### src/sv/bnsi_pkg.sv
// Shared types and constants of the base-N string to integer converter.
package bnsi_pkg;

   // Alphabet storage and field widths.
   localparam int SYM_SLOTS = 16;
   localparam int CHAR_W    = 8;
   localparam int VALUE_W   = 32;
   localparam int BASE_W    = 5;
   localparam int DIGIT_W   = 4;
   localparam int CSR_W     = 64;
   localparam int CSR_IDX_W = 2;

   // Character codes used by the prefix and alphabet checks.
   localparam logic [CHAR_W-1:0] CHAR_NUL   = 8'h00;
   localparam logic [CHAR_W-1:0] CHAR_TAB   = 8'h09;
   localparam logic [CHAR_W-1:0] CHAR_CR    = 8'h0D;
   localparam logic [CHAR_W-1:0] CHAR_SPACE = 8'h20;
   localparam logic [CHAR_W-1:0] CHAR_PLUS  = 8'h2B;
   localparam logic [CHAR_W-1:0] CHAR_MINUS = 8'h2D;

   // Radix after reset.
   localparam logic [BASE_W-1:0] BASE_RESET = 5'd10;

   // Result status codes.
   typedef enum logic [1:0] {
      STATUS_OK       = 2'd0,
      STATUS_INVALID  = 2'd1,
      STATUS_NO_MATCH = 2'd2
   } status_type;

   // Configuration register indexes.
   typedef enum logic [CSR_IDX_W-1:0] {
      REG_SYMBOLS_LOW  = 2'd0,
      REG_SYMBOLS_HIGH = 2'd1,
      REG_BASE_SIZE    = 2'd2
   } reg_index_type;

   // Configuration view handed from the register block to the datapath.
   typedef struct packed {
      logic [SYM_SLOTS-1:0][CHAR_W-1:0] symbols;
      logic [BASE_W-1:0]                base_size;
      logic                             alphabet_ok;
   } cfg_type;

endpackage

### src/sv/bnsi_if.sv
// Valid/ready channel interfaces for characters in and converted results out.
interface bnsi_req_if;
   logic                         valid;
   logic                         ready;
   logic [bnsi_pkg::CHAR_W-1:0]  char_in;
   logic                         is_last;

   modport source (output valid, output char_in, output is_last, input ready);
   modport sink   (input valid, input char_in, input is_last, output ready);
endinterface

interface bnsi_rsp_if;
   logic                                valid;
   logic                                ready;
   logic signed [bnsi_pkg::VALUE_W-1:0] value;
   logic [1:0]                          status;

   modport source (output valid, output value, output status, input ready);
   modport sink   (input valid, input value, input status, output ready);
endinterface

### src/sv/bnsi_cfg.sv
// Configuration registers and the alphabet validity check.
module bnsi_cfg #(
   parameter int MAX_SYMBOLS = 16
) (
   input  logic                                 clock,
   input  logic                                 reset,
   input  logic                                 csr_wr_en,
   input  logic [bnsi_pkg::CSR_IDX_W-1:0]       csr_index,
   input  logic [bnsi_pkg::CSR_W-1:0]           csr_wdata,
   output bnsi_pkg::cfg_type                    cfg
);
   import bnsi_pkg::*;

   logic [CSR_W-1:0]  symbols_low_ff,  symbols_low_in;
   logic [CSR_W-1:0]  symbols_high_ff, symbols_high_in;
   logic [BASE_W-1:0] base_size_ff,    base_size_in;
   logic [SYM_SLOTS-1:0][CHAR_W-1:0] symbols;
   logic              alphabet_ok;

   // Register writes; an index beyond the list is ignored.
   always_comb begin
      symbols_low_in  = symbols_low_ff;
      symbols_high_in = symbols_high_ff;
      base_size_in    = base_size_ff;
      if (csr_wr_en) begin
         case (reg_index_type'(csr_index))
            REG_SYMBOLS_LOW:  symbols_low_in  = csr_wdata;
            REG_SYMBOLS_HIGH: symbols_high_in = csr_wdata;
            REG_BASE_SIZE:    base_size_in    = csr_wdata[BASE_W-1:0];
            default:          ;
         endcase
      end
   end

   always_ff @(posedge clock) begin
      if (reset) begin
         symbols_low_ff  <= '0;
         symbols_high_ff <= '0;
         base_size_ff    <= BASE_RESET;
      end else begin
         symbols_low_ff  <= symbols_low_in;
         symbols_high_ff <= symbols_high_in;
         base_size_ff    <= base_size_in;
      end
   end

   assign symbols = {symbols_high_ff, symbols_low_ff};

   // The alphabet is valid when the radix is in range and every used symbol
   // is unique and none of the reserved characters.
   always_comb begin
      alphabet_ok = (base_size_ff >= BASE_W'(2)) && (base_size_ff <= BASE_W'(MAX_SYMBOLS));
      for (int i = 0; i < MAX_SYMBOLS; i++) begin
         if (BASE_W'(i) < base_size_ff) begin
            if (symbols[i] == CHAR_PLUS || symbols[i] == CHAR_MINUS ||
                symbols[i] == CHAR_SPACE || symbols[i] == CHAR_NUL) begin
               alphabet_ok = 1'b0;
            end
            for (int j = i + 1; j < MAX_SYMBOLS; j++) begin
               if (BASE_W'(j) < base_size_ff && symbols[j] == symbols[i]) begin
                  alphabet_ok = 1'b0;
               end
            end
         end
      end
   end

   assign cfg.symbols     = symbols;
   assign cfg.base_size   = base_size_ff;
   assign cfg.alphabet_ok = alphabet_ok;

endmodule

### src/sv/bnsi_core.sv
// Per-character conversion state and the result register.
module bnsi_core #(
   parameter int MAX_SYMBOLS = 16
) (
   input  logic              clock,
   input  logic              reset,
   input  bnsi_pkg::cfg_type cfg,
   bnsi_req_if.sink          req_chan,
   bnsi_rsp_if.source        rsp_chan
);
   import bnsi_pkg::*;

   logic [VALUE_W-1:0]  acc_ff, acc_in;
   logic                negative_ff, negative_in;
   logic                in_digits_ff, in_digits_in;
   logic                mismatch_ff, mismatch_in;
   logic                rsp_valid_ff, rsp_valid_in;
   logic [VALUE_W-1:0]  value_ff, value_in;
   status_type          status_ff, status_in;

   logic                req_fire;
   logic [CHAR_W-1:0]   chr;
   logic                is_prefix;
   logic [BASE_W-1:0]   used_count;
   logic                found;
   logic [DIGIT_W-1:0]  digit;
   logic [VALUE_W-1:0]  product;

   // A new transaction enters whenever the result register is free or drains.
   assign req_chan.ready = !rsp_valid_ff || rsp_chan.ready;
   assign req_fire       = req_chan.valid && req_chan.ready;
   assign chr            = req_chan.char_in;

   // Whitespace and sign characters that the prefix skips.
   assign is_prefix = (chr == CHAR_PLUS) || (chr == CHAR_MINUS) || (chr == CHAR_SPACE) ||
                      ((chr >= CHAR_TAB) && (chr <= CHAR_CR));

   assign used_count = (cfg.base_size > BASE_W'(MAX_SYMBOLS)) ? BASE_W'(MAX_SYMBOLS)
                                                              : cfg.base_size;

   // Parallel alphabet match; the lowest matching slot gives the digit.
   always_comb begin
      found = 1'b0;
      digit = '0;
      for (int i = MAX_SYMBOLS - 1; i >= 0; i--) begin
         if (BASE_W'(i) < used_count && cfg.symbols[i] == chr) begin
            found = 1'b1;
            digit = DIGIT_W'(i);
         end
      end
   end

   // One multiply-add per digit, wrapping at the accumulator width.
   assign product = acc_ff * {{(VALUE_W-BASE_W){1'b0}}, cfg.base_size};

   // State update and result formation for an accepted character.
   always_comb begin
      acc_in       = acc_ff;
      negative_in  = negative_ff;
      in_digits_in = in_digits_ff;
      mismatch_in  = mismatch_ff;
      rsp_valid_in = rsp_valid_ff;
      value_in     = value_ff;
      status_in    = status_ff;

      if (rsp_chan.ready) begin
         rsp_valid_in = 1'b0;
      end

      if (req_fire) begin
         if (!mismatch_ff) begin
            if (!in_digits_ff && is_prefix) begin
               if (chr == CHAR_MINUS) begin
                  negative_in = !negative_ff;
               end
            end else begin
               in_digits_in = 1'b1;
               if (!found) begin
                  mismatch_in = 1'b1;
               end else begin
                  acc_in = product + {{(VALUE_W-DIGIT_W){1'b0}}, digit};
               end
            end
         end

         // The marked character closes the string and loads the result.
         if (req_chan.is_last) begin
            rsp_valid_in = 1'b1;
            priority if (!cfg.alphabet_ok) begin
               status_in = STATUS_INVALID;
               value_in  = '0;
            end else if (mismatch_in || !in_digits_in) begin
               status_in = STATUS_NO_MATCH;
               value_in  = '0;
            end else begin
               status_in = STATUS_OK;
               value_in  = negative_in ? (VALUE_W'(0) - acc_in) : acc_in;
            end
            acc_in       = '0;
            negative_in  = 1'b0;
            in_digits_in = 1'b0;
            mismatch_in  = 1'b0;
         end
      end
   end

   // Control state.
   always_ff @(posedge clock) begin
      if (reset) begin
         acc_ff       <= '0;
         negative_ff  <= 1'b0;
         in_digits_ff <= 1'b0;
         mismatch_ff  <= 1'b0;
         rsp_valid_ff <= 1'b0;
      end else begin
         acc_ff       <= acc_in;
         negative_ff  <= negative_in;
         in_digits_ff <= in_digits_in;
         mismatch_ff  <= mismatch_in;
         rsp_valid_ff <= rsp_valid_in;
      end
   end

   // Result payload.
   always_ff @(posedge clock) begin
      value_ff  <= value_in;
      status_ff <= status_in;
   end

   assign rsp_chan.valid  = rsp_valid_ff;
   assign rsp_chan.value  = value_ff;
   assign rsp_chan.status = status_ff;

endmodule

### src/sv/base_n_string_to_integer_top.sv
// Top level of the base-N string to integer converter.
//
// Characters arrive one per transaction on req_chan (char_in, is_last), with
// the final character of a string marked by is_last. Leading whitespace and
// signs are skipped, each '-' flips the sign, and the remaining characters
// are digits of the alphabet held in the csr_ registers (two 64-bit words of
// symbols and a 5-bit radix, written by index with csr_wr_en).
// One result transaction (value, status) leaves on rsp_chan per string, in the
// cycle after its marked character is accepted. A character is taken every
// clock while req_chan.ready is high: the alphabet compare and the accumulator
// multiply-add complete combinationally between acceptance and the state and
// result registers. Reset clears the string state and the result valid flag,
// sets the radix to 10, the symbols to zero. While a result waits unaccepted,
// req_chan still takes a character in the cycle that rsp_chan.ready drains
// it; otherwise req_chan.ready stays low until the result is taken.
module base_n_string_to_integer_top #(
   parameter int MAX_SYMBOLS = 16
) (
   input  logic                             clock,
   input  logic                             reset,
   input  logic                             csr_wr_en,
   input  logic [bnsi_pkg::CSR_IDX_W-1:0]   csr_index,
   input  logic [bnsi_pkg::CSR_W-1:0]       csr_wdata,
   bnsi_req_if.sink                         req_chan,
   bnsi_rsp_if.source                       rsp_chan
);
   import bnsi_pkg::*;

   cfg_type cfg;

   // Configuration registers and alphabet check.
   bnsi_cfg #(
      .MAX_SYMBOLS (MAX_SYMBOLS)
   ) u_cfg (
      .clock     (clock),
      .reset     (reset),
      .csr_wr_en (csr_wr_en),
      .csr_index (csr_index),
      .csr_wdata (csr_wdata),
      .cfg       (cfg)
   );

   // Conversion datapath and result register.
   bnsi_core #(
      .MAX_SYMBOLS (MAX_SYMBOLS)
   ) u_core (
      .clock    (clock),
      .reset    (reset),
      .cfg      (cfg),
      .req_chan (req_chan),
      .rsp_chan (rsp_chan)
   );

endmodule

### src/flat_wrapper.sv
// flat-port wrapper written by rule: the top's interface ports become plain ports
module base_n_string_to_integer_top_flat import bnsi_pkg::*;
#(
   parameter int MAX_SYMBOLS = 16
)
  (clock, reset, csr_wr_en, csr_index, csr_wdata, req_chan_valid, req_chan_char_in, req_chan_is_last, req_chan_ready, rsp_chan_valid, rsp_chan_value, rsp_chan_status, rsp_chan_ready);
  bnsi_req_if req_chan_i ();
  bnsi_rsp_if rsp_chan_i ();
  input  logic clock;
  input  logic reset;
  input  logic csr_wr_en;
  input  logic [bnsi_pkg::CSR_IDX_W-1:0] csr_index;
  input  logic [bnsi_pkg::CSR_W-1:0] csr_wdata;
  input wire logic [$bits(req_chan_i.valid)-1:0] req_chan_valid;
  input wire logic [$bits(req_chan_i.char_in)-1:0] req_chan_char_in;
  input wire logic [$bits(req_chan_i.is_last)-1:0] req_chan_is_last;
  output wire logic [$bits(req_chan_i.ready)-1:0] req_chan_ready;
  output wire logic [$bits(rsp_chan_i.valid)-1:0] rsp_chan_valid;
  output wire logic [$bits(rsp_chan_i.value)-1:0] rsp_chan_value;
  output wire logic [$bits(rsp_chan_i.status)-1:0] rsp_chan_status;
  input wire logic [$bits(rsp_chan_i.ready)-1:0] rsp_chan_ready;
  assign req_chan_i.valid = req_chan_valid;
  assign req_chan_i.char_in = req_chan_char_in;
  assign req_chan_i.is_last = req_chan_is_last;
  assign req_chan_ready = req_chan_i.ready;
  assign rsp_chan_valid = rsp_chan_i.valid;
  assign rsp_chan_value = rsp_chan_i.value;
  assign rsp_chan_status = rsp_chan_i.status;
  assign rsp_chan_i.ready = rsp_chan_ready;
  base_n_string_to_integer_top #(.MAX_SYMBOLS(MAX_SYMBOLS)) u_core (.clock(clock), .reset(reset), .csr_wr_en(csr_wr_en), .csr_index(csr_index), .csr_wdata(csr_wdata), .req_chan(req_chan_i), .rsp_chan(rsp_chan_i));
endmodule
### config.mk
export PLATFORM = sky130hd
export DESIGN_NAME = base_n_string_to_integer_top_flat
export DESIGN_NICKNAME = d
export VERILOG_FILES = /design/src/sv/bnsi_pkg.sv /design/src/sv/bnsi_if.sv /design/src/sv/bnsi_cfg.sv /design/src/sv/bnsi_core.sv /design/src/sv/base_n_string_to_integer_top.sv /design/src/flat_wrapper.sv
export SDC_FILE = /design/constraint.sdc
export NUM_CORES = 2
export LEC_CHECK = 0
export BUFFER_PORTS_ARGS = -buffer_cell sky130_fd_sc_hd__buf_2
export CAP_MARGIN = 20
export CORE_ASPECT_RATIO = 0.75
export CORE_MARGIN = 10
export CORE_UTILIZATION = 55
export CTS_CLUSTER_SIZE = 16
export DETAILED_ROUTE_END_ITERATION = 8
export PLACE_DENSITY = 0.72
export SLEW_MARGIN = 20
export SYNTH_ARGS = -nofsm -noshare
export SYNTH_HDL_FRONTEND = slang
export SYNTH_HIERARCHICAL = 1
export SYNTH_SLANG_ARGS = --single-unit
### constraint.sdc
create_clock -name clock -period 14.43 [get_ports clock]
set_clock_uncertainty 0.1 [all_clocks]
set_input_delay 0 -clock clock [delete_from_list [all_inputs] [get_ports clock]]
set_output_delay 0 -clock clock [all_outputs]
set_load 0.1 [all_outputs]
======== After elaboration in Yosys (flattened, before gate mapping) ========
Cells that the tools add are included.
word-level totals
  bits in registers ....................... 203
  input port bits ......................... 80
  output and inout bits ................... 36
  word-level logic and storage cells ...... 668
operators by class
  add/sub/neg operators ................... 2
  $mul .................................... 1
  order comparisons ....................... 37
  equality and inequality tests ........... 189
  muxes and demuxes ....................... 209
  bitwise gates (word level) .............. 1
  reductions and logical operators ........ 219
operators with widths
  operator                 number
  $eq A8 B8 Y1             136
  $eq A8 B6 Y1 const B     51
  $mux W32                 6
  $mux W1                  185
  $logic_and A1 B1 Y1      140
  $logic_not A8 Y1         16
  $lt A4 B5 Y1 const A     16
  $mux W4                  16
  $logic_or A1 B1 Y1       53
  $lt A3 B5 Y1 const A     8
  $add A32 B4 Y32          1
  $mul A32 B5 Y32          1
  $sub A1 B32 Y32 const A  1
  $lt A1 B5 Y1 const A     4
  $lt A2 B5 Y1 const A     4
  $ge A8 B4 Y1 const B     1
  $le A8 B4 Y1 const B     1
  $reduce_and A2 Y1        4
  $ge A5 B2 Y1 const B     1
  $gt A5 B5 Y1 const B     1
  $le A5 B5 Y1 const B     1
  $mux W5                  1
  $logic_not A1 Y1         4
  $eq A2 B1 Y1 const B     1
  5 further kinds          5

======== Depth between registers and ports, before layout ========
  word-level depth ........................ 158
  mapped depth ............................ 29
  gate-level depth less buffers ........... 27

======== Cells and area by module ========
The synthesis kept the hierarchy.
by module, submodules not included
  module     instances  cells an instance  area an instance (um2)
  bnsi_cfg   1          2,297              17,473.0
  bnsi_core  1          1,302              10,781.6

======== Worst setup path before layout ========
OpenSTA, ideal clock, no wires.
  path kind ............................... register -> register
  start ................................... register u_core.u_cfg.base_size_ff[0]
  end ..................................... register u_core.u_core.value_ff[31] (netlist: u_core/u_core/rsp_chan.value[31]) (data pin)
  library setup time ...................... 0.261 ns
  arrival ................................. 5.900 ns
  data required time ...................... 14.069 ns
  path slack .............................. 8.168 ns
  cell stages (with the launch flop) ...... 26
  buffers on the path ..................... 1
  period minus slack after synthesis ...... 6.262 ns
  cells stage by stage .................... dfxtp_1 -> clkbuf_1 -> a41oi_1 -> nor3_1 -> nor2_1 -> o311a_1 -> nor3_1 -> o31ai_1 -> a311o_1 -> fa_1 -> inv_1 -> ha_1 -> ha_1 -> inv_1 -> fa_1 -> nor2b_1 -> o211ai_1 -> a211oi_1 -> or3_1 -> nand3b_1 -> or4_4 -> a22oi_4 -> nand4_4 -> nor4b_4 -> a31oi_1 -> mux2i_1
on the way
  cells in the longest elaborated chain, start to end .. 156
  elaborated cells on any way between the ends .. 372
RTL lines
  item                                          line              RTL
  start, declared                               bnsi_cfg.sv:16    logic [BASE_W-1:0] base_size_ff, base_size_in;
  start signal, assigned                        bnsi_cfg.sv:43    base_size_ff <= base_size_in;
  $ge A5 B2 Y1 or $le A5 B5 Y1 (tied branches)  bnsi_cfg.sv:52    alphabet_ok = (base_size_ff >= BASE_W'(2)) && (base_size_ff <= BASE_W'(MAX_SYMBOLS));
  $logic_and A1 B1 Y1                           bnsi_cfg.sv:52
  $mux W1                                       bnsi_cfg.sv:55    if (symbols[i] == CHAR_PLUS || symbols[i] == CHAR_MINUS ||
  $mux W1 (15 in series)                        bnsi_cfg.sv:60    if (BASE_W'(j) < base_size_ff && symbols[j] == symbols[i]) begin
  $mux W1                                       bnsi_cfg.sv:54    if (BASE_W'(i) < base_size_ff) begin
  $mux W1                                       bnsi_cfg.sv:55
  $mux W1 (14 in series)                        bnsi_cfg.sv:60
  $mux W1                                       bnsi_cfg.sv:54
  (+113 left out)                               --
  $mux W1                                       bnsi_cfg.sv:54
  $mux W1                                       bnsi_cfg.sv:55
  $mux W1                                       bnsi_cfg.sv:60
  $mux W1                                       bnsi_cfg.sv:54
  $mux W1                                       bnsi_cfg.sv:55
  $mux W1                                       bnsi_cfg.sv:54
  $not A1 Y1 (no line)                          --
  $reduce_or A2 Y1 (no line)                    --
  end signal, assigned                          bnsi_core.sv:126  value_ff <= value_in;
  end, declared                                 bnsi_core.sv:18   logic [VALUE_W-1:0] value_ff, value_in;
Several ways; a longest one is shown, not always the timed one. The select of a mux whose other input is x is not followed.
A chain may end at the register's enable or synchronous reset.

======== Worst setup path in the final report ========
  start ................................... register u_core.u_cfg.base_size_ff[1]
  end ..................................... register u_core.u_core.value_ff[31] (netlist: u_core/u_core/rsp_chan.value[31]) (data pin)
Same word-level chain as after synthesis.

==> flow_metrics.py <==
metrics = {
    "timing": {
        "fin_tns_setup_ns": 0,
        "max_slew.worst_pin.slew_ns": 1.12,
        "max_clock_freq_ghz": 0.128,
        "slew-limit-headroom": 0.232,
        "period_needed_ns": 7.79,
        "setup_viol": 0,
        "hold_viol": 0,
        "rsz0062_at_grt": "no",
        "fin_crit_sh": 0.540,
        "slew_violations": 0,
    },
    "power": {
        "clkPwrFrac": 0.332,
        "intPower_mw": 1.18,
        "power_switching_mw": 0.675,
        "power.density_nw_per_um2": 61.2,
        "p_leak_nw": 11.7,
        "p_comb_frac": 0.344,
        "seqPwrFrac": 0.325,
        "vdd_drop_max_mv": 0.0774,
        "switching_share": 0.364,
    },
    "route": {
        "via_per_inst": 6.46,
        "wirelength_um": 107000,
        "wl_per_cell_um": 25.2,
        "drt.antenna.violating_nets": 0,
        "firstDrtPassIters": 6,
        "vias": 27406,
        "drt_iter0_markers": 4364,
        "drcViolationCount": 0,
    },
    "global_routing": {
        "grt_usage": 0.338,
        "antenna_found_initial": 0,
        "overflow": 0,
        "grt_pass1_wl_um": 162000,
        "grt_pass1_vias": 25736,
        "grt_max_degree": 87,
    },
    "cells_and_area": {
        "final_nets": 3795,
        "multi_input_area_um2": 21500,
        "fin_util": 0.600,
        "final_cells": 4240,
        "fill_cells": 4537,
        "stdcell_area_um2": 30300,
        "area_growth_syn_to_layout_pct": 7.14,
        "layout-drive-gt1-share": 0.0974,
        "regArea_um2": 4410,
        "diodes": 0,
    },
    "setup_path": {
        "critPathMaxStageDelay_ns": 0.74,
        "crit_path_cell_trace": "buf_4 -> nand2_1 -> a2111oi_1 -> nor4_1 -> o21ai_0 -> nand2_1 -> fa_1 -> inv_1 -> ha_1 -> ha_1 -> ha_1 -> inv_1 -> fa_1 -> nor2b_1 -> o211ai_1 -> a21oi_1 -> and2_1 -> o221ai_1 -> or4_1 -> o21ai_1 -> nand4_4 -> nor4b_4 -> a31oi_1 -> mux2i_1",
        "ff2ff_setup_slack_ns": 6.64,
        "cpMostUsedCell": "ha_1",
        "path_buf_inv": 3,
        "crit_family": "compound AO/OA/AOI/OAI gates",
        "path_class": "reg2reg",
        "start_kind": "register",
        "cp_data_required_time_ns": 14.64,
        "endpoint_kind": "register",
        "r2r-end": "u_core/u_core/rsp_chan.value[31]$_SDFFCE_PP0P_",
        "critPathSlowestCell": "a2111oi_1",
        "cp_data_arrival_time_ns": 7.99,
        "worstRegToRegCells": 24,
        "worstPathMaxFanout": 29,
        "r2r-start": "u_core/u_cfg/base_size_ff[1]$_SDFFE_PP1P_",
    },
    "floorplanning": {
        "start_util": 0.560,
        "coreArea_um2": 50500,
        "fp.dieH_um": 216,
        "pin_count": 116,
        "die_w_um": 282,
        "core.rowCount": 71,
        "die_area_um2": 60900,
    },
    "worst_hold_path": {
        "min_path_cells": 4,
        "hold_path.class": "in2reg",
        "holdPathEnd": "u_core/u_cfg/symbols_high_ff[40]$_SDFFE_PP0P_",
        "hold_path_startpoint": "csr_wdata[40]",
    },
    "logic_synthesis": {
        "synthesis.nets": 3828,
        "synth_cell_types": 89,
        "synth_cells": 3599,
        "synthTopCellsByCount": "842 x xnor2_1, 390 x nand2_1, 313 x xor2_1, 265 x buf_2, 200 x nand4_1",
        "synth-seq-cells": 203,
        "synth_seq_area_share": 0.156,
        "synth_ff_type": "dfxtp_1",
        "synth_top_area_share": 0.261,
        "yosysMostFrequentCell": "xnor2_1",
        "synthTopCellsByArea": "xnor2_1 26%, dfxtp_1 12%, xor2_1 9.7%, fa_1 6.1%, nand2_1 5.2%",
        "synth_edf_count": 34,
        "yosysTopAreaCell": "xnor2_1",
        "async_flop_share": 0,
        "synth_area_per_cell_um2": 7.85,
        "yosys_warnings": 6,
        "synth.cell_area_um2": 28300,
    },
    "cts": {
        "cts.sinks": 203,
        "path_clk_slew_ns": 0.06,
        "cts_buffers": 24,
        "cts_tree": "done",
        "ctsLongestPathBuffers": 3,
        "clk_latency_ns": 0.57,
        "root_buffer": "clkbuf_16",
        "h-tree-depth": 1,
    },
    "placed_design": {
        "place_hpwl_um": 68800,
        "port-buffer-count": 115,
        "place_area_um2": 28800,
        "place_congestion": 1.05,
        "numPlacedInstances": 4126,
    },
    "run_status": {
        "status": "finished clean",
    },
    "job": {
        "cap_viol_max_count": 0,
    },
}
worst max-delay path by stage:
| stage | start | to | slack [ns] | cells past startpoint |
|---|---|---|---|---|
| floorplan | u_core/u_cfg/base_size_ff[0]$_SDFFE_PP0P_ | u_core/u_core/rsp_chan.value[31]$_SDFFCE_PP0P_ | 8.17 | 25 |
| global placement | u_core/u_cfg/symbols_low_ff[46]$_SDFFE_PP0P_ | u_core/u_core/rsp_chan.value[31]$_SDFFCE_PP0P_ | 7.01 | 24 |
| detailed placement | u_core/u_cfg/base_size_ff[1]$_SDFFE_PP1P_ | u_core/u_core/rsp_chan.value[31]$_SDFFCE_PP0P_ | 6.85 | 24 |
| CTS | u_core/u_cfg/base_size_ff[1]$_SDFFE_PP1P_ | u_core/u_core/rsp_chan.value[31]$_SDFFCE_PP0P_ | 6.87 | 24 |
| global route | u_core/u_cfg/base_size_ff[3]$_SDFFE_PP1P_ | u_core/u_core/rsp_chan.value[31]$_SDFFCE_PP0P_ | 6.20 | 23 |
| finish | u_core/u_cfg/base_size_ff[1]$_SDFFE_PP1P_ | u_core/u_core/rsp_chan.value[31]$_SDFFCE_PP0P_ | 6.64 | 24 |
through the flow:
step	total power [mW]	setup slack, ns	hold slack [ns]
after floorplan	1.06	8.17	0.0360
after global placement	1.20	7.01	0.154
after detailed placement	1.20	6.85	0.159
after CTS	1.83	6.87	0.118
after global routing	1.91	6.20	0.155
final	1.85	6.64	0.129
cell type report:
type | count | area share
Clock buffer | 34 | 0.0238
Clock inverter | 9 | 0.00169
Inverter | 102 | 0.0126
Multi-Input combinational cell | 2903 | 0.710
Sequential cell | 203 | 0.146
Tap cell | 657 | 0.0272
Timing Repair Buffer | 332 | 0.0786
tightest hold or removal path, cell delays in order:
cell           delay, ns
dlygate4sd3_1       0.52
buf_2               0.12
nand2_1             0.05
a21oi_1             0.05
metal layers:
layer	vias up	share of wire	global-route usage	wire [um]
li1	11953	-	-	-
met1	13027	0.41	0.477	44200
met2	2070	0.39	0.463	41500
met3	354	0.16	0.119	16600
met4	2	0.042	0.121	4440
met5	-	0.00052	0.00661	55
logic make-up after synthesis:
group	after synthesis	share of synthesized area
XOR/XNOR	1155	0.358
AND/OR/NAND/NOR	1127	0.202
buffers and inverters	493	0.0839
AO/OA/AOI/OAI	441	0.0999
flip-flops	203	0.156
adder cells (fa/ha/maj)	149	0.0888
multiplexers	31	0.0114
power by group through the flow:
stage / Clock (mW) / Combinational, mW / Sequential, mW
after global routing: 0.640 / 0.666 / 0.602
after CTS: 0.621 / 0.606 / 0.601
after global placement: 0 / 0.583 / 0.613
final: 0.614 / 0.636 / 0.601
after floorplan: 0 / 0.423 / 0.636
after detailed placement: 0 / 0.588 / 0.613
timing repair:
item                                   in CTS  in global routing
hold buffers                               70                  0
buffers inserted                            0                  0
endpoints found under the hold margin     155                  0
gates resized for setup                     0                  0
cell usage in the layout (no fill, tap or decap), types with 86 or more instances in the layout:
cell type	netlist	layout
nand2_1	390	390
nor4_1	114	114
inv_1	102	102
dfxtp_1	169	165
buf_4	7	147
a21oi_1	193	193
fa_1	86	86
nor3_1	96	96
nor2_1	135	135
buf_2	265	114
xor2_1	313	313
nand4_1	200	200
xnor2_1	842	841
flip-flops by register name (all words and copies together) (netlist names):
register / count
u_core/u_cfg/base_size_ff: 5
u_core/u_cfg/symbols_low_ff: 64
u_core/u_core/rsp_chan.valid: 1
u_core/u_core/negative_ff: 1
u_core/u_cfg/symbols_high_ff: 64
u_core/u_core/rsp_chan.value: 32
u_core/u_core/rsp_chan.status: 2
u_core/u_core/acc_ff: 32
u_core/u_core/mismatch_ff: 1
u_core/u_core/in_digits_ff: 1
Note: power is estimated with default switching activity, not from simulation.
